==> src/hdl/lav_pkg.sv <==
package lav_pkg;

    // Field and datapath widths
    localparam int CoordW     = 32;
    localparam int OpW        = 33;   // multiplier operand, Q30 unit components
    localparam int ProdW      = 2 * OpW;
    localparam int AccW       = ProdW + 2;
    localparam int SqW        = 64;   // squared lengths
    localparam int NumW       = 96;   // shifted dividend
    localparam int QuotW      = 33;
    localparam int QueueDepth = 2;

    typedef logic signed [CoordW-1:0] coord_t;
    typedef logic signed [OpW-1:0]    q30_t;

    // One classified item as the front end hands it over
    typedef struct packed {
        logic [CoordW-1:0] mag_x;
        logic [CoordW-1:0] mag_y;
        logic [CoordW-1:0] mag_z;
        logic              neg_x;
        logic              neg_y;
        logic              neg_z;
        coord_t            eye_x;
        coord_t            eye_y;
        coord_t            eye_z;
        logic              degen;
    } lav_entry_t;

    typedef enum logic [3:0] {
        ST_IDLE,
        ST_MUL,
        ST_ACC,
        ST_WB,
        ST_NORM,
        ST_SQRT,
        ST_DSET,
        ST_DIV,
        ST_EMIT
    } back_state_t;

    typedef enum logic [3:0] {
        WB_NONE,
        WB_H2,
        WB_L2,
        WB_U0,
        WB_U1,
        WB_U2,
        WB_T0,
        WB_T1,
        WB_T2
    } wb_sel_t;

endpackage

==> src/hdl/lav_queue.sv <==
module lav_queue (
    input  logic                clk,
    input  logic                rst_n,
    input  logic                push_valid,
    output logic                push_ready,
    input  lav_pkg::lav_entry_t push_entry,
    output logic                pop_valid,
    input  logic                pop_ready,
    output lav_pkg::lav_entry_t pop_entry
);
    import lav_pkg::*;

    localparam int PtrW = $clog2(QueueDepth);
    localparam int CntW = $clog2(QueueDepth + 1);

    lav_entry_t        mem [QueueDepth];
    logic [PtrW-1:0]   wr_ptr_reg, rd_ptr_reg;
    logic [CntW-1:0]   count_reg;
    logic              push, pop;

    assign push_ready = (count_reg != CntW'(QueueDepth));
    assign pop_valid  = (count_reg != '0);
    assign push       = push_valid && push_ready;
    assign pop        = pop_valid && pop_ready;
    assign pop_entry  = mem[rd_ptr_reg];

    // Pointers and fill count
    always_ff @(posedge clk or negedge rst_n)
    begin
        if (!rst_n)
        begin
            wr_ptr_reg <= '0;
            rd_ptr_reg <= '0;
            count_reg  <= '0;
        end
        else
        begin
            if (push)
            begin
                wr_ptr_reg <= (wr_ptr_reg == PtrW'(QueueDepth - 1)) ? '0
                                                                   : wr_ptr_reg + PtrW'(1);
            end
            if (pop)
            begin
                rd_ptr_reg <= (rd_ptr_reg == PtrW'(QueueDepth - 1)) ? '0
                                                                   : rd_ptr_reg + PtrW'(1);
            end
            if (push && !pop)
            begin
                count_reg <= count_reg + CntW'(1);
            end
            else if (pop && !push)
            begin
                count_reg <= count_reg - CntW'(1);
            end
        end
    end

    // Storage
    always_ff @(posedge clk)
    begin
        if (push)
        begin
            mem[wr_ptr_reg] <= push_entry;
        end
    end

endmodule

==> config.mk <==
export PLATFORM = sky130hd
export DESIGN_NAME = lav_queue
export DESIGN_NICKNAME = d
export VERILOG_FILES = /design/src/hdl/lav_pkg.sv /design/src/hdl/lav_queue.sv
export SDC_FILE = /design/constraint.sdc
export NUM_CORES = 1
export LEC_CHECK = 0
export ABC_AREA = 1
export ABC_CLOCK_PERIOD_IN_PS = 19550
export BUFFER_PORTS_ARGS = -buffer_cell sky130_fd_sc_hd__buf_2
export CORE_MARGIN = 5
export CORE_UTILIZATION = 55
export DETAILED_ROUTE_END_ITERATION = 10
export GPL_TIMING_DRIVEN = 0
export PLACE_DENSITY = 0.83
export SETUP_SLACK_MARGIN = 0.05
export SLEW_MARGIN = 30
export SYNTH_ARGS = -nofsm -noshare
export SYNTH_HDL_FRONTEND = slang
export SYNTH_SLANG_ARGS = --single-unit
export TNS_END_PERCENT = 100
==> constraint.sdc <==
create_clock -name clk -period 19.55 [get_ports clk]
set_input_delay 2.9325 -clock clk [delete_from_list [all_inputs] [get_ports clk]]
set_output_delay 2.9325 -clock clk [all_outputs]
set_load 0.03 [all_outputs]
==> metrics.txt, run 1 <==
per-cell routed wire length 19.0 um; via count around 9,600; Reg clk slew, reported paths 0.06 ns; worst r2r dst mem[0][71]$_DFFE_PP_; synthesized area per cell between 10 and 15 um^2; RSZ-0062 raised after global routing false; reg-to-reg critical path startpoint count_reg[0]$_DFFE_PN0P_; Final period util 0.253; Max-Cap Viols 0; gpl congestion 0.782; Req. time, crit path 16.62 ns; area of the multi-input gates approximately 2300 um^2; post-synth design cell area 14,500 um^2; Top Ports ~400; Max IR drop VDD 0.130 mV; post-synth top area cell edfxtp_1; DIE AREA about 30,000 um^2; Slew headroom 0.527; Final Power 3.27 mW; post-CTS setup buffer count 0; clk_lat worst skew between 0.5 and 0.6 ns; Final Net Count 1,712; Rows 59; hold_buf cts 0; WHS 0.521 ns; pin count of the biggest net entering global routing 24; Cells after Synth around 1,100; worst-path maximum fanout 10; Max Slew Vio Count 0; H-tree depth 2; Final Critical Period 4.94 ns; Total Neg Setup Slack 0 ns; Worst Setup EP pop_entry[87]; post-synthesis sequential area ratio 0.820; DRT iter0 DRCs 609; critical path startpoint category flip-flop; #FFs+latches synth 396; Net Sw Frac 0.404; Clock Path Buffers 3; vias in the first global route between 9,000 and 10,000; HP Start count_reg[1]$_DFFE_PN0P_; post-synth cell types 14; most common cell after layout, fill and taps aside nand2_1; clock sinks 396; global-route wire length before repair 52.6 mm; Final setup viols 0; Via-to-Cell Ratio 5.09; total wire length about 36 mm; layout cell share with drive strength beyond 1 0.335; storage element area around 12,000 um^2; CP endpoint kind output pin; IO buf count 397; PostCTS Resize Cnt 0; CTS buffer count 39; hold depth 2; Post-route DRC 0; status finished, final reports clean; antenna violations before repair 11; syn_nets around 1,300; FF-to-FF path depth 7; Area contributors post-synth edfxtp_1 (81%), nand2_1 (16%), buf_2 (0.83%); Switching Power 1.32 mW; Pint approximately 1.9 mW; Chip Width 172 um; Reg2Reg Setup Slack 17.25 ns; Crit Path Category flip-flop to output pin; sequential share of power 0.367; Slew @ Worst Pin 0.708 ns; final worst slack 14.61 ns; Synth top area share 0.813; Detail Placement HPWL 25.8 mm; Cell Pwr Density 175 nW/um^2; fin area 18,700 um^2; fmax 0.202 GHz; CTS tree built; leak pwr 8.13 nW; grt ovf 0; initial core utilization 0.557; synth warn 0; clk root buf clkbuf_16; first-pass detailed-route iteration total 5; CP Data Arrival Time 2.01 ns; Setup Skew 0.0195 ns; Hold Vio Cnt, Final 0; Worst Setup SP rd_ptr_reg$_DFFE_PN0P_; Synth-to-Final Area Change 29.1%; Hold/Removal Path Class flip-flop to flip-flop; combinational share of power 0.415; Global Route Usage Sum 0.233; fill count 1,593; Core Box Area 26,000 um^2; pre-CTS WS 14.81 ns; post-route ant nets 0; Placed Area 17,500 um^2; max FFs per register 392; Clock Power Share 0.218; Die H 172 um; most frequent cells in the layout nand2_1 (598), buf_2 (421), edfxtp_1 (392), clkbuf_16 (41), buf_16 (19)
==> power groups by stage <==
stage	clock network, mW	logic [mW]	registers (mW)
finish	0.711	1.36	1.20
global route	0.764	1.46	1.21
CTS	0.724	1.37	1.20
detailed placement	0	1.36	1.22
global placement	0	1.24	1.32
floorplan	0	0.847	1.28
==> area by class of cell <==
class                   instances  share of cell area
clock inverters                19             0.00864
plain buffers                  43              0.0149
diodes                          5            0.000670
multi-input cells             606               0.124
repair buffers                418               0.136
flip-flops and latches        396               0.635
clock buffers                  50              0.0567
inverters                       7             0.00154
well taps                     335              0.0224
==> cells by family (layout without fill, tap and decap cells) <==
group / count (synthesis) / in the layout / share of synthesized area
buffers and inverters: 50 / 537 / 0.0212
other: 0 / 5 / 0
flip-flops: 396 / 396 / 0.820
adder cells (fa/ha/maj): 1 / 1 / 0.000864
XOR/XNOR: 2 / 2 / 0.00121
AND/OR/NAND/NOR: 603 / 603 / 0.157
==> worst min path at each step <==
stage                                     endpoint
after global placement    count_reg[0]$_DFFE_PN0P_
after floorplan           count_reg[1]$_DFFE_PN0P_
after global routing      count_reg[0]$_DFFE_PN0P_
final                     count_reg[1]$_DFFE_PN0P_
after detailed placement  count_reg[1]$_DFFE_PN0P_
after CTS                 count_reg[1]$_DFFE_PN0P_
==> synthesized netlist by cell type <==
cell type,number
dfrtp_1,4
nand2_1,598
edfxtp_1,392
buf_2,24
buf_6,4
nor2_1,2
xnor2_1,1
xor2_1,1
nand3_1,2
ha_1,1
inv_1,6
buf_4,15
nand4_1,1
inv_4,1
==> per-layer routing <==
layer,vias up,track usage,part of all wire
li1,4495,-,-
met1,4538,0.251,0.33
met2,437,0.431,0.52
met3,82,0.0853,0.12
met4,14,0.0673,0.025
met5,-,0,0.0026
==> critical path: stages (launching register included) <==
cell	delay, ns
dfrtp_1	0.36
buf_4	0.17
inv_4	0.11
buf_6	0.20
buf_4	0.21
nand2_1	0.08
nand2_1	0.14
buf_2	0.22
==> metrics by stage <==
step | cells | utilization
after floorplan | 1052 | -
after global placement | 1784 | 0.650
after detailed placement | 1805 | 0.672
after CTS | 1874 | 0.719
after global routing | 1877 | 0.719
final | 1879 | 0.719
No activity file was read; power rests on OpenSTA's default activity.
==> run 2, diff against run 1 <==
Settings changed: ABC_CLOCK_PERIOD_IN_PS 19550 to 4590, CORE_UTILIZATION 55 to 52, PLACE_DENSITY 0.83 to 0.79.
Clock period 19.55 ns to 4.59 ns, I/O delays scaled along.
==> run 2 against run 1 <==
Compared with the run above:
- combinational power grew to 4.2 times the previous value
- clock-buffer cell count is 1 higher
- non-clock buffer count up 1
- via count is 0.42% lower
- routed wire length decreased by 3.1%
- global-route usage is 1.8 points lower
- core utilization fell by 4.1 points
- critical endpoint is now pop_entry[78]
==> metrics.txt, run 2 (synthesis gave the netlist of run 1 again) <==
fin area around 19,000 um^2; pin count of the biggest net entering global routing 23; Cell Pwr Density 739 nW/um^2; Synth-to-Final Area Change 29.4%; max FFs per register slightly below 400; DRT iter0 DRCs 598; Hold/Removal Path Class primary input to flip-flop; RSZ-0062 raised after global routing false; Worst Setup SP rd_ptr_reg$_DFFE_PN0P_; Final setup viols 0; worst r2r dst mem[0][120]$_DFFE_PP_; Total Neg Setup Slack 0 ns; clk root buf clkbuf_16; fmax about 0.37 GHz; vias in the first global route 9,624; sequential share of power 0.369; critical path startpoint category flip-flop; Setup Skew 0.0153 ns; Global Route Usage Sum 0.215; clk_lat worst skew ~0.51 ns; Pint 8.26 mW; grt ovf 0; IO buf count 397; antenna violations before repair 12; Clock Power Share 0.214; global-route wire length before repair 52.3 mm; most frequent cells in the layout nand2_1 (598), buf_2 (421), edfxtp_1 (392), clkbuf_16 (41), buf_16 (21); final worst slack 1.90 ns; Reg clk slew, reported paths 0.06 ns; reg-to-reg critical path startpoint count_reg[0]$_DFFE_PN0P_; clock sinks 396; Final Critical Period 2.69 ns; gpl congestion 0.788; Clock Path Buffers 3; total wire length 34.7 mm; Net Sw Frac 0.403; CTS tree built; status finished, final reports clean; combinational share of power 0.417; Final Net Count 1,713; Req. time, crit path around 3.9 ns; FF-to-FF path depth 9; Max-Cap Viols 0; Max Slew Vio Count 0; leak pwr just over 8 nW; Slew headroom 0.562; Max IR drop VDD 0.537 mV; CP endpoint kind output pin; H-tree depth 2; Chip Width 177 um; per-cell routed wire length about 18 um; first-pass detailed-route iteration total 5; worst-path maximum fanout 10; CP Data Arrival Time 2.00 ns; Core Box Area 27,600 um^2; Worst Setup EP pop_entry[78]; Rows just over 60; Detail Placement HPWL 25.0 mm; post-route ant nets 0; Post-route DRC 0; Top Ports 398; Die H 177 um; most common cell after layout, fill and taps aside nand2_1; Hold Vio Cnt, Final 0; Final period util 0.587; layout cell share with drive strength beyond 1 0.334; DIE AREA approximately 31,000 um^2; Slew @ Worst Pin 0.655 ns; pre-CTS WS ~1.7 ns; initial core utilization 0.524; Crit Path Category flip-flop to output pin; Via-to-Cell Ratio 4.96; via count 9,526; Reg2Reg Setup Slack ~1.9 ns; Placed Area 17,500 um^2; Switching Power 5.58 mW; CTS buffer count 39
-- run 2: critical path, cell delays in order (launching register included) --
cell,delay (ns)
dfrtp_1,0.33
buf_4,0.19
buf_4,0.25
buf_2,0.27
nand2_1,0.09
nand2_1,0.12
buf_2,0.23
-- run 2: cell type report --
type                            count  area (um^2)
Inverter                            7         28.8
Sequential cell                   396        11900
Multi-Input combinational cell    606         2310
Timing Repair Buffer              419         2570
Fill cell                        1885         8900
Tap cell                          378          473
Antenna cell                        4         10.0
Buffer                             43          278
Clock inverter                     15          120
Clock buffer                       51         1060
-- run 2: how the worst min path moves through the flow --
stage                        startpoint                        to  slack (ns)  cells after the start
4_1_cts                 push_entry[140]     mem[1][140]$_DFFE_PP_        0.34                      1
3_5_place_dp                      rst_n    rd_ptr_reg$_DFFE_PN0P_        0.50                      1
6_report                push_entry[140]     mem[1][140]$_DFFE_PP_        0.36                      1
5_1_grt                 push_entry[168]     mem[0][168]$_DFFE_PP_        0.34                      1
2_1_floorplan                     rst_n  count_reg[0]$_DFFE_PN0P_        0.39                      0
3_3_place_gp   count_reg[1]$_DFFE_PN0P_  count_reg[1]$_DFFE_PN0P_        0.48                      2
-- run 2: through the flow --
stage                util  instances  power (mW)  hold WS, ns
floorplan               -       1052        8.92        0.393
global placement    0.613       1827        10.7        0.482
detailed placement  0.634       1848        11.0        0.498
CTS                 0.678       1915        14.0        0.339
global route        0.678       1918        14.5        0.336
finish              0.678       1919        13.8        0.358
-- run 2: per-layer routing --
metal / vias to the layer above / global-route usage / wire length, um
met5: - / 0 / 117
met4: 18 / 0.0629 / 933
met1: 4524 / 0.250 / 12300
met2: 414 / 0.381 / 17900
met3: 80 / 0.0728 / 3410
li1: 4490 / - / -
-- run 2: power groups by stage --
| stage | combinational [mW] | sequential (mW) | clock, mW |
|---|---|---|---|
| after global routing | 6.18 | 5.16 | 3.19 |
| after detailed placement | 5.80 | 5.18 | 0 |
| after global placement | 5.30 | 5.42 | 0 |
| final | 5.77 | 5.11 | 2.96 |
| after floorplan | 3.61 | 5.31 | 0 |
| after CTS | 5.84 | 5.11 | 3.02 |
-- run 2: what timing repair did --
action,CTS,global route
gates resized for setup,0,0
setup buffers,0,0
endpoints found under the hold margin,4,0
hold buffers,1,0
