### config.mk
export PLATFORM = sky130hd
export DESIGN_NAME = lav_front
export DESIGN_NICKNAME = d
export VERILOG_FILES = /design/src/hdl/lav_pkg.sv /design/src/hdl/lav_front.sv
export SDC_FILE = /design/constraint.sdc
export NUM_CORES = 1
export LEC_CHECK = 0
export BUFFER_PORTS_ARGS = -buffer_cell sky130_fd_sc_hd__buf_2
export CORE_ASPECT_RATIO = 1.4
export CORE_UTILIZATION = 55
export CTS_CLUSTER_SIZE = 14
export DETAILED_ROUTE_END_ITERATION = 6
export GPL_TIMING_DRIVEN = 0
export PLACE_DENSITY = 0.78
export SYNTH_ARGS = -nofsm -noshare
export SYNTH_HDL_FRONTEND = slang
export SYNTH_SLANG_ARGS = --single-unit
### constraint.sdc
create_clock -name clk -period 14.4 [get_ports clk]
set_clock_uncertainty 0.15 [all_clocks]
set_input_delay 0 -clock clk [delete_from_list [all_inputs] [get_ports clk]]
set_output_delay 0 -clock clk [all_outputs]
set_load 0.1 [all_outputs]
### src/hdl/lav_pkg.sv
package lav_pkg;

    // Field and datapath widths
    localparam int CoordW     = 32;
    localparam int OpW        = 33;   // multiplier operand, Q30 unit components
    localparam int ProdW      = 2 * OpW;
    localparam int AccW       = ProdW + 2;
    localparam int SqW        = 64;   // squared lengths
    localparam int NumW       = 96;   // shifted dividend
    localparam int QuotW      = 33;
    localparam int QueueDepth = 2;

    typedef logic signed [CoordW-1:0] coord_t;
    typedef logic signed [OpW-1:0]    q30_t;

    // One classified item as the front end hands it over
    typedef struct packed {
        logic [CoordW-1:0] mag_x;
        logic [CoordW-1:0] mag_y;
        logic [CoordW-1:0] mag_z;
        logic              neg_x;
        logic              neg_y;
        logic              neg_z;
        coord_t            eye_x;
        coord_t            eye_y;
        coord_t            eye_z;
        logic              degen;
    } lav_entry_t;

    typedef enum logic [3:0] {
        ST_IDLE,
        ST_MUL,
        ST_ACC,
        ST_WB,
        ST_NORM,
        ST_SQRT,
        ST_DSET,
        ST_DIV,
        ST_EMIT
    } back_state_t;

    typedef enum logic [3:0] {
        WB_NONE,
        WB_H2,
        WB_L2,
        WB_U0,
        WB_U1,
        WB_U2,
        WB_T0,
        WB_T1,
        WB_T2
    } wb_sel_t;

endpackage

### src/hdl/lav_front.sv
module lav_front (
    input  logic                clk,
    input  logic                rst_n,
    input  logic                item_valid,
    output logic                item_ready,
    input  lav_pkg::coord_t     eye_x,
    input  lav_pkg::coord_t     eye_y,
    input  lav_pkg::coord_t     eye_z,
    input  lav_pkg::coord_t     target_x,
    input  lav_pkg::coord_t     target_y,
    input  lav_pkg::coord_t     target_z,
    output logic                entry_valid,
    input  logic                entry_ready,
    output lav_pkg::lav_entry_t entry
);
    import lav_pkg::*;

    logic signed [CoordW:0] dx, dy, dz;
    logic [CoordW:0]        ax, ay, az;
    logic [CoordW:0]        hx, hy, hz;
    logic                   big;
    lav_entry_t             entry_reg, entry_next;
    logic                   valid_reg;

    // Difference vector and its magnitudes
    assign dx = {target_x[CoordW-1], target_x} - {eye_x[CoordW-1], eye_x};
    assign dy = {target_y[CoordW-1], target_y} - {eye_y[CoordW-1], eye_y};
    assign dz = {target_z[CoordW-1], target_z} - {eye_z[CoordW-1], eye_z};
    assign ax = dx[CoordW] ? (CoordW+1)'(-dx) : (CoordW+1)'(dx);
    assign ay = dy[CoordW] ? (CoordW+1)'(-dy) : (CoordW+1)'(dy);
    assign az = dz[CoordW] ? (CoordW+1)'(-dz) : (CoordW+1)'(dz);

    // Halve everything, rounding up, when any magnitude reaches 2^31
    assign big = |{ax[CoordW:CoordW-1], ay[CoordW:CoordW-1], az[CoordW:CoordW-1]};
    assign hx  = ax + (CoordW+1)'(1);
    assign hy  = ay + (CoordW+1)'(1);
    assign hz  = az + (CoordW+1)'(1);

    always_comb
    begin
        entry_next.mag_x = big ? hx[CoordW:1] : ax[CoordW-1:0];
        entry_next.mag_y = big ? hy[CoordW:1] : ay[CoordW-1:0];
        entry_next.mag_z = big ? hz[CoordW:1] : az[CoordW-1:0];
        entry_next.neg_x = dx[CoordW];
        entry_next.neg_y = dy[CoordW];
        entry_next.neg_z = dz[CoordW];
        entry_next.eye_x = eye_x;
        entry_next.eye_y = eye_y;
        entry_next.eye_z = eye_z;
        entry_next.degen = (dx == '0) && (dy == '0);
    end

    assign item_ready  = !valid_reg || entry_ready;
    assign entry_valid = valid_reg;
    assign entry       = entry_reg;

    // Output stage
    always_ff @(posedge clk or negedge rst_n)
    begin
        if (!rst_n)
        begin
            valid_reg <= 1'b0;
        end
        else if (item_ready)
        begin
            valid_reg <= item_valid;
        end
    end

    always_ff @(posedge clk)
    begin
        if (item_valid && item_ready)
        begin
            entry_reg <= entry_next;
        end
    end

endmodule

==> results of run 1 <==
## layer usage
layer / wire length, um / vias up / part of all wire [%]
met2: 34900 / 977 / 51
met3: 4090 / 210 / 6.0
li1: - / 10006 / -
met5: 0 / - / 0
met1: 25700 / 9768 / 37
met4: 3990 / 0 / 5.8
## area by class of cell
class / count / area, um^2
multi-input combinational: 1925 / 12900
fill: 2949 / 11700
sequential: 197 / 5910
timing repair buffer: 496 / 3030
tap: 462 / 578
buffer: 106 / 518
inverter: 136 / 513
clock buffer: 19 / 433
clock inverter: 13 / 149
## power by group through the flow
stage	Sequential, mW	Clock, mW	Combinational [mW]
finish	0.773	0.501	1.82
detailed placement	0.785	0	1.76
CTS	0.772	0.503	1.79
global route	0.779	0.518	1.92
floorplan	1.31	0	0.845
global placement	0.793	0	1.73
## metrics by stage
stage	hold slack [ps]	worst slack, ps	cell area (um^2)
after floorplan	-446	7440	19900
after global placement	-376	7130	22400
after detailed placement	-365	7880	22500
after CTS	23.2	7820	24000
after global routing	78.4	7320	24000
final	28.9	7690	24000
## cell usage in the layout, fill, tap and decap left out, types with 17 or more instances in the layout
cell and count:
o21bai_1 19, nor2_1 182, nand2_1 200, nor4_1 25, or4_1 17, ha_1 102
o21ai_0 125, or3_1 38, o21a_1 28, a21o_1 45, o31ai_1 28, and3_1 39
xnor2_1 91, o21ai_1 25, buf_2 434, a21oi_1 193, o211ai_1 30, clkbuf_1 53
nand4_1 48, a211oi_1 28, inv_1 134, nor2b_1 21, edfxtp_1 196, and2_1 36
xor2_1 48, dlygate4sd3_1 101, nand2b_1 28, nand3_1 54, nor3_1 70, a31oi_1 28
clkbuf_16 17, mux2i_1 28
## cells by family (layout without fill, tap and decap cells)
family                   after synthesis  in the layout  share of synthesized area [%]
AO/OA/AOI/OAI                        775            775                           27.0
XOR/XNOR                             141            141                           6.30
adder cells (fa/ha/maj)              105            105                           6.73
buffers and inverters                242            770                           5.19
flip-flops                           197            197                           29.8
multiplexers                          37             37                           1.92
AND/OR/NAND/NOR                      867            867                           23.1
## how the worst min path moves through the flow
stage	from	endpoint	slack (ps)	cells past startpoint
2_1_floorplan	rst_n	entry_valid$_DFFE_PN0N_	-450	0
3_3_place_gp	rst_n	entry_valid$_DFFE_PN0N_	-380	1
3_5_place_dp	rst_n	entry_valid$_DFFE_PN0N_	-370	1
4_1_cts	target_y[0]	entry[132]$_DFFE_PP_	20	4
5_1_grt	target_y[0]	entry[132]$_DFFE_PP_	80	4
6_report	target_y[0]	entry[132]$_DFFE_PP_	30	4
## worst max-delay path: cells and delay by family
family / cells / cell delay [ps]
AOI/OAI and AO/OA: 7 / 1430
adders and majority gates: 2 / 550
buffers and inverters: 8 / 2210
and+or+nand+nor: 7 / 2550
==> impl_metrics.json, run 1 <==
{
  "async_flop_share_pct": 0.508,
  "syn-num-nets": 2665,
  "cts_setup_buffers": 0,
  "p_switching_mw": 1.61,
  "finalNetCount": 3180,
  "clk_latency_ps": 480,
  "antenna_found_initial": 0,
  "post-route-drc-count": 0,
  "clock-sinks": 197,
  "critPathMaxFanout": 10,
  "drive_gt1_share_pct": 20.4,
  "worst_setup_path_start_kind": "input port",
  "dpl.hpwl_mm": 53.9,
  "end_kind": "flop",
  "power_mw": 3.09,
  "hold_viol": 0,
  "clk_pin_slew_ps": 80,
  "dp.cells": 3221,
  "rows": 82,
  "routabilityCongestion": 0.985,
  "tns_ps": 0,
  "worstSetupEndpoint": "entry[125]$_DFFE_PP_",
  "final-setup-viol-count": 0,
  "synthTopCellsByCount": "nand2_1 (200), edfxtp_1 (196), a21oi_1 (193)",
  "cts-resized-gates": 0,
  "status": "completed",
  "rsz0062_at_grt": "no",
  "dieArea_um2": 36900,
  "die_y_um": 227,
  "dr.pass1.iters": 5,
  "holdBufCountCts": 101,
  "yosysUniqueCellTypes": 120,
  "netlist_top_cells_area": "edfxtp_1 (30%), ha_1 (6.4%), a21oi_1 (4.9%)",
  "fin_util_pct": 67.4,
  "cts_buffers": 17,
  "cpPeakStageDelay_ps": 850,
  "finalCriticalPeriod_ps": 6710,
  "static-leakage-power_nw": 9.90,
  "drv_slew": 0,
  "cap_viol_max_count": 0,
  "grt_pass1_vias": 20261,
  "yosysTopAreaCell": "edfxtp_1",
  "swShare_pct": 52.2,
  "synth_cells": 2364,
  "synthToLayoutAreaGrowth_pct": 21.1,
  "reg2reg_from": "entry_valid$_DFFE_PN0N_",
  "ff2ff_setup_slack_ps": 11890,
  "synth_edf_count": 196,
  "use_met2_pct": 66.5,
  "r2r_cells": 4,
  "grt-ovfl-total": 0,
  "synth_seq_area_share_pct": 29.8,
  "cts_buffer_depth": 2,
  "ys.flop_type": "edfxtp_1",
  "worst_slew_pin_slew_ps": 1260,
  "slowest_stage": "nor3_1",
  "busiest_layer": "met2",
  "cp_cell_sequence": "dlygate4sd3_1 -> buf_2 -> inv_1 -> ha_1 -> a21oi_1 -> nand2_1 -> o21ai_4 -> a21oi_2 -> o2111a_1 -> or3_1 -> buf_6 -> clkinv_2 -> buf_6 -> clkbuf_1 -> clkbuf_1 -> nand2_1 -> o21ai_0 -> ha_1 -> o21ai_0 -> nor3_1 -> nand4b_1 -> or3_1 -> nand3_1 -> o211ai_1",
  "ant_nets": 0,
  "p_comb_share_pct": 58.8,
  "synth_seq_cells": 197,
  "io_buffers": 393,
  "hp-class": "input port to flop",
  "period_share_pct": 46.6,
  "via_count": 20961,
  "critPathArrivalTime_ps": 6760,
  "die_w_um": 163,
  "syn_avg_cell_area_um2": 8.40,
  "yosysMostFrequentCell": "nand2_1",
  "slew_headroom_pct": 15.7,
  "power_density_nw_per_um2": 129,
  "grt_pass1_wl_mm": 105,
  "first_iter_violations": 1600,
  "critical_path.startpoint": "eye_z[7]",
  "via_per_inst": 6.25,
  "htreeDepth": 4,
  "p_int_mw": 1.48,
  "crit_type": "input port to flop",
  "initial_utilization_pct": 55.6,
  "grt_max_degree": 72,
  "antennaDiodeCount": 0,
  "avgRoutedWirePerCell_um": 20.5,
  "synth_top_area_share_pct": 29.6,
  "r2r_end": "entry[34]$_DFFE_PP_",
  "met3_usage_pct": 4.90,
  "use_met1_pct": 39.6,
  "fmax_mhz": 149,
  "seqPwrFrac_pct": 25.0,
  "ir_drop_uv": 97.3,
  "wl_mm": 68.7,
  "ctsRootBufferMaster": "clkbuf_16",
  "largest_register_ffs": 196,
  "tritoncts": "built",
  "grt_usage_pct": 36.4,
  "yosysWarningCount": 0,
  "synth_area_um2": 19900,
  "io_pins": 394,
  "cp_data_required_time_ps": 14450,
  "fin_cells": 3354,
  "p_clk_share_pct": 16.2,
  "core_um2": 35700
}
Note: power is estimated with default switching activity, not from simulation.
==> run 2, diff against run 1 <==
clock period = 6.4 ns   (was 14.4 ns; I/O delays follow)
==> run 2 against run 1 <==
Hold slack got worse by 6.7 ps. Via count rose by 1.0%. Register-to-register slack got worse by 7500 ps. Sequential power rose by 130%. Utilization rose by 0.11 points. Largest cell class unchanged. Global-route usage rose by 0.65 points. Final area rose by 0.17%. Die area did not move. Clock power rose by 130%. Routed wire length rose by 1.4%.
==> impl_metrics.json, run 2 (synthesis results as in run 1) <==
{
  "ant_nets": 0,
  "cts_buffer_depth": 2,
  "power_density_nw_per_um2": 289,
  "critPathMaxFanout": 10,
  "cpPeakStageDelay_ps": 660,
  "slew_headroom_pct": 21.9,
  "die_w_um": 163,
  "grt_usage_pct": 37.0,
  "fin_util_pct": 67.5,
  "cp_cell_sequence": "dlygate4sd3_1 -> buf_2 -> inv_1 -> ha_1 -> a21oi_1 -> o21ai_1 -> o2111a_1 -> or3_1 -> buf_6 -> clkinv_2 -> buf_6 -> clkbuf_1 -> clkbuf_1 -> nand2_1 -> o21ai_0 -> ha_1 -> o21ai_0 -> nor3_2 -> nand4b_1 -> or3_1 -> o21ai_0 -> o21ai_0",
  "end_kind": "flop",
  "via_count": 21175,
  "dpl_cell_area_um2": 22500,
  "cp_data_required_time_ps": 6450,
  "largest_register_ffs": 196,
  "avgRoutedWirePerCell_um": 20.8,
  "clock-sinks": 197,
  "finalCriticalPeriod_ps": 6210,
  "die_y_um": 227,
  "tns_ps": 0,
  "dp_slack_ps": -247,
  "initial_utilization_pct": 55.6,
  "tritoncts": "built",
  "min_path_cells": 4,
  "io_pins": 394,
  "cts_buffers": 17,
  "most-common-layout-cells": "buf_2 (434), nand2_1 (200), edfxtp_1 (196), a21oi_1 (193), nor2_1 (182)",
  "setup_ws_ps": 191,
  "fin_cells": 3355,
  "critPathArrivalTime_ps": 6260,
  "cap_viol_max_count": 0,
  "period_share_pct": 97.0,
  "hold_viol": 0,
  "fmax_mhz": 161,
  "grt_pass1_vias": 20325,
  "dieArea_um2": 36900,
  "final_area_um2": 24100,
  "dp.cells": 3222,
  "synthToLayoutAreaGrowth_pct": 21.3,
  "via_per_inst": 6.31,
  "first_iter_violations": 1768,
  "drv_slew": 0,
  "wl_mm": 69.7,
  "finalNetCount": 3180,
  "htreeDepth": 4,
  "crit_type": "input port to flop",
  "worst_setup_path_start_kind": "input port",
  "power_mw": 6.97,
  "io_buffers": 393,
  "dpl.hpwl_mm": 54.0,
  "grt-ovfl-total": 0,
  "static-leakage-power_nw": 9.90,
  "r2r_end": "entry[39]$_DFFE_PP_",
  "hold_ws_ps": 22.3,
  "ir_drop_uv": 241,
  "r2r_cells": 4,
  "status": "completed",
  "ff2ff_setup_slack_ps": 4360,
  "holdPathEnd": "entry[132]$_DFFE_PP_",
  "cts_setup_buffers": 0,
  "layout_commonest_cell": "buf_2",
  "drive_gt1_share_pct": 20.5,
  "antenna_found_initial": 2,
  "ctsRootBufferMaster": "clkbuf_16",
  "crit_top_cell": "o21ai_0",
  "final-setup-viol-count": 0,
  "grt_max_degree": 68,
  "clk_pin_slew_ps": 80,
  "reg2reg_from": "entry_valid$_DFFE_PN0N_",
  "clk_latency_ps": 470,
  "rows": 82,
  "worst_slew_pin_slew_ps": 1160,
  "grt_pass1_wl_mm": 106,
  "dr.pass1.iters": 6,
  "rsz0062_at_grt": "no",
  "slowest_stage": "clkbuf_1",
  "routabilityCongestion": 1.00,
  "hp-class": "input port to flop",
  "post-route-drc-count": 0,
  "min-delay-start": "target_y[0]",
  "core_um2": 35700
}
-- run 2: cell types whose count changed in the layout (fill, tap and decap cells not counted), sizes merged --
cell      delta
clkinv       -5
clkinvlp     +4
buf          +1
clkbuf       -1
diode        +1
inv          +1
-- run 2: cell type report --
class	instances	area, um^2
clock inverter	13	146
clock buffer	19	433
buffer	105	514
tap	462	578
sequential	197	5910
timing repair buffer	497	3060
fill	2925	11600
multi-input combinational	1925	12900
antenna	1	2.50
inverter	136	513
-- run 2: how the worst max path moves through the flow --
stage                                        from              endpoint  depth (start not counted)
after detailed placement                 eye_z[7]  entry[127]$_DFFE_PP_                         23
after global placement                   eye_z[7]  entry[127]$_DFFE_PP_                         23
after floorplan           entry_valid$_DFFE_PN0N_    entry[0]$_DFFE_PP_                          2
final                                   eye_z[15]  entry[127]$_DFFE_PP_                         22
after global routing                    eye_z[15]  entry[127]$_DFFE_PP_                         22
after CTS                               eye_z[22]  entry[127]$_DFFE_PP_                         25
-- run 2: worst max-delay path: cells and delay by family --
family / cells / cell delay, ps
buffers and inverters: 8 / 2310
and+or+nand+nor: 5 / 1870
AOI/OAI and AO/OA: 7 / 1440
adders and majority gates: 2 / 610
-- run 2: layer usage --
metal	vias up	GRT usage (%)	part of all wire, %
met4	0	21.0	5.1
met3	206	5.38	5.7
met5	-	0	0
met1	10000	39.9	37
li1	10016	-	-
met2	953	68.3	52
-- run 2: where the power goes --
part,internal [mW],switching (mW),leakage [nW]
Sequential,1.68,0.0551,1.89
Clock,0.552,0.573,0.270
Combinational,1.09,3.01,7.74
-- run 2: what timing repair did --
action                                  in CTS  in global routing
endpoints found under the setup margin       0                 10
hold buffers                               101                  0
resized for setup                            0                  3
hold endpoints to repair                   110                  0
==> run 3, diff against run 2 <==
HOLD_SLACK_MARGIN = 0.05   (was not set)
==> run 3 against run 2 <==
Via count increased by 0.12%. Combinational power about the same. Count of clock-buffer cells in the layout unchanged. Clock power about the same. Maximum frequency is 0.34% lower. Cell count about the same. Critical path type unchanged. Largest power group unchanged.
==> impl_metrics.json, run 3 (synthesis results as in run 1) <==
{
  "grt_pass1_vias": 20330,
  "post-route-drc-count": 0,
  "grt_usage_pct": 37.0,
  "end_kind": "flop",
  "cts_buffers": 17,
  "htreeDepth": 4,
  "io_buffers": 393,
  "slew_headroom_pct": 19.4,
  "static-leakage-power_nw": 9.90,
  "rsz0062_at_grt": "no",
  "cap_viol_max_count": 0,
  "power_mw": 6.97,
  "clk_latency_ps": 470,
  "die_y_um": 227,
  "slowest_stage": "clkbuf_1",
  "critPathArrivalTime_ps": 6290,
  "drv_slew": 0,
  "hold_viol": 0,
  "grt_max_degree": 68,
  "grt_pass1_wl_mm": 106,
  "ir_drop_uv": 241,
  "final_area_um2": 24100,
  "tritoncts": "built",
  "cpPeakStageDelay_ps": 670,
  "fin_cells": 3356,
  "fin_util_pct": 67.5,
  "antenna_found_initial": 2,
  "dpl.hpwl_mm": 54.0,
  "dp_slack_ps": -247,
  "dieArea_um2": 36900,
  "die_w_um": 163,
  "crit_top_cell": "o21ai_0",
  "hp-class": "input port to flop",
  "largest_register_ffs": 196,
  "final-setup-viol-count": 0,
  "critPathMaxFanout": 10,
  "cp_cell_sequence": "dlygate4sd3_1 -> buf_2 -> inv_1 -> ha_1 -> a21oi_1 -> o21ai_1 -> o2111a_1 -> or3_1 -> buf_6 -> clkinv_2 -> buf_6 -> clkbuf_1 -> clkbuf_1 -> nand2_1 -> o21ai_0 -> ha_1 -> o21ai_0 -> nor3_2 -> nand4b_1 -> or3_1 -> o21ai_0 -> o21ai_0",
  "worst_setup_path_start_kind": "input port",
  "finalCriticalPeriod_ps": 6230,
  "layout_commonest_cell": "buf_2",
  "crit_type": "input port to flop",
  "grt-ovfl-total": 0,
  "fmax_mhz": 160,
  "rows": 82,
  "cts_buffer_depth": 2,
  "setup_ws_ps": 169,
  "ant_nets": 0,
  "dp.cells": 3222,
  "clk_pin_slew_ps": 90,
  "status": "completed",
  "synthToLayoutAreaGrowth_pct": 21.4,
  "io_pins": 394,
  "via_count": 21201,
  "via_per_inst": 6.32,
  "routabilityCongestion": 1.00,
  "first_iter_violations": 1746,
  "power_density_nw_per_um2": 289,
  "period_share_pct": 97.4,
  "wl_mm": 69.9,
  "avgRoutedWirePerCell_um": 20.8,
  "worst_slew_pin_slew_ps": 1200,
  "ctsRootBufferMaster": "clkbuf_16",
  "core_um2": 35700,
  "cp_data_required_time_ps": 6460,
  "dr.pass1.iters": 6,
  "finalNetCount": 3181,
  "most-common-layout-cells": "buf_2 (434), nand2_1 (200), edfxtp_1 (196), a21oi_1 (193), nor2_1 (182)",
  "dpl_cell_area_um2": 22500,
  "drive_gt1_share_pct": 20.5,
  "clock-sinks": 197,
  "initial_utilization_pct": 55.6
}
[run 3: changes by cell type in the layout (fill, tap and decap cells not counted)]
cell,previous run,this run
dlygate4sd3_1,101,102
[run 3: repair_timing]
item	CTS	global route
endpoints found under the setup margin	0	9
hold buffers	102	0
setup buffers	0	0
hold endpoints to repair	110	0
resized for setup	0	3
[run 3: worst max-delay path, delay by kind of cell]
kind	cells	cell delay [ps]
and+or+nand+nor	5	1880
adders and majority gates	2	610
buffers and inverters	8	2320
AOI/OAI and AO/OA	7	1440
[run 3: final timing paths]
check | slack, ps | to | start | depth (start not counted)
max in group asynchronous | 5790 | entry_valid$_DFFE_PN0N_ | rst_n | 3
worst max-delay path | 170 | entry[127]$_DFFE_PP_ | eye_z[15] | 22
worst max register to register | 4370 | entry[35]$_DFFE_PP_ | entry_valid$_DFFE_PN0N_ | 4
worst min-delay path | 90 | entry[131]$_DFFE_PP_ | entry_ready | 3
min in group asynchronous | 200 | entry_valid$_DFFE_PN0N_ | rst_n | 3
worst min register to register | 770 | entry[131]$_DFFE_PP_ | entry_valid$_DFFE_PN0N_ | 2
[run 3: power by group]
part	switching (mW)	leakage, nW	total (mW)	internal, mW
Clock	0.576	0.270	1.13	0.552
Combinational	3.01	7.75	4.10	1.09
Sequential	0.0553	1.89	1.74	1.68
[run 3: metal layers]
metal / share of wire [%] / global-route usage (%) / up-vias
li1: - / - / 10011
met1: 37 / 40.0 / 10005
met2: 52 / 68.3 / 969
met3: 5.6 / 5.38 / 216
met4: 5.2 / 21.0 / 0
met5: 0 / 0 / -
[run 3: layout make-up]
cell class / instances / area [um^2]
well taps: 462 / 578
inverters: 136 / 513
clock inverters: 13 / 146
fillers: 2923 / 11600
plain buffers: 105 / 514
diodes: 1 / 2.50
multi-input cells: 1925 / 12900
repair buffers: 498 / 3070
flip-flops and latches: 197 / 5910
clock buffers: 19 / 433
[run 3: per-stage QoR]
step                hold slack, ps  TNS (ps)
floorplan                     -446         0
global placement              -376      -161
detailed placement            -375      -623
CTS                           65.9         0
global route                  87.9         0
finish                        93.5         0
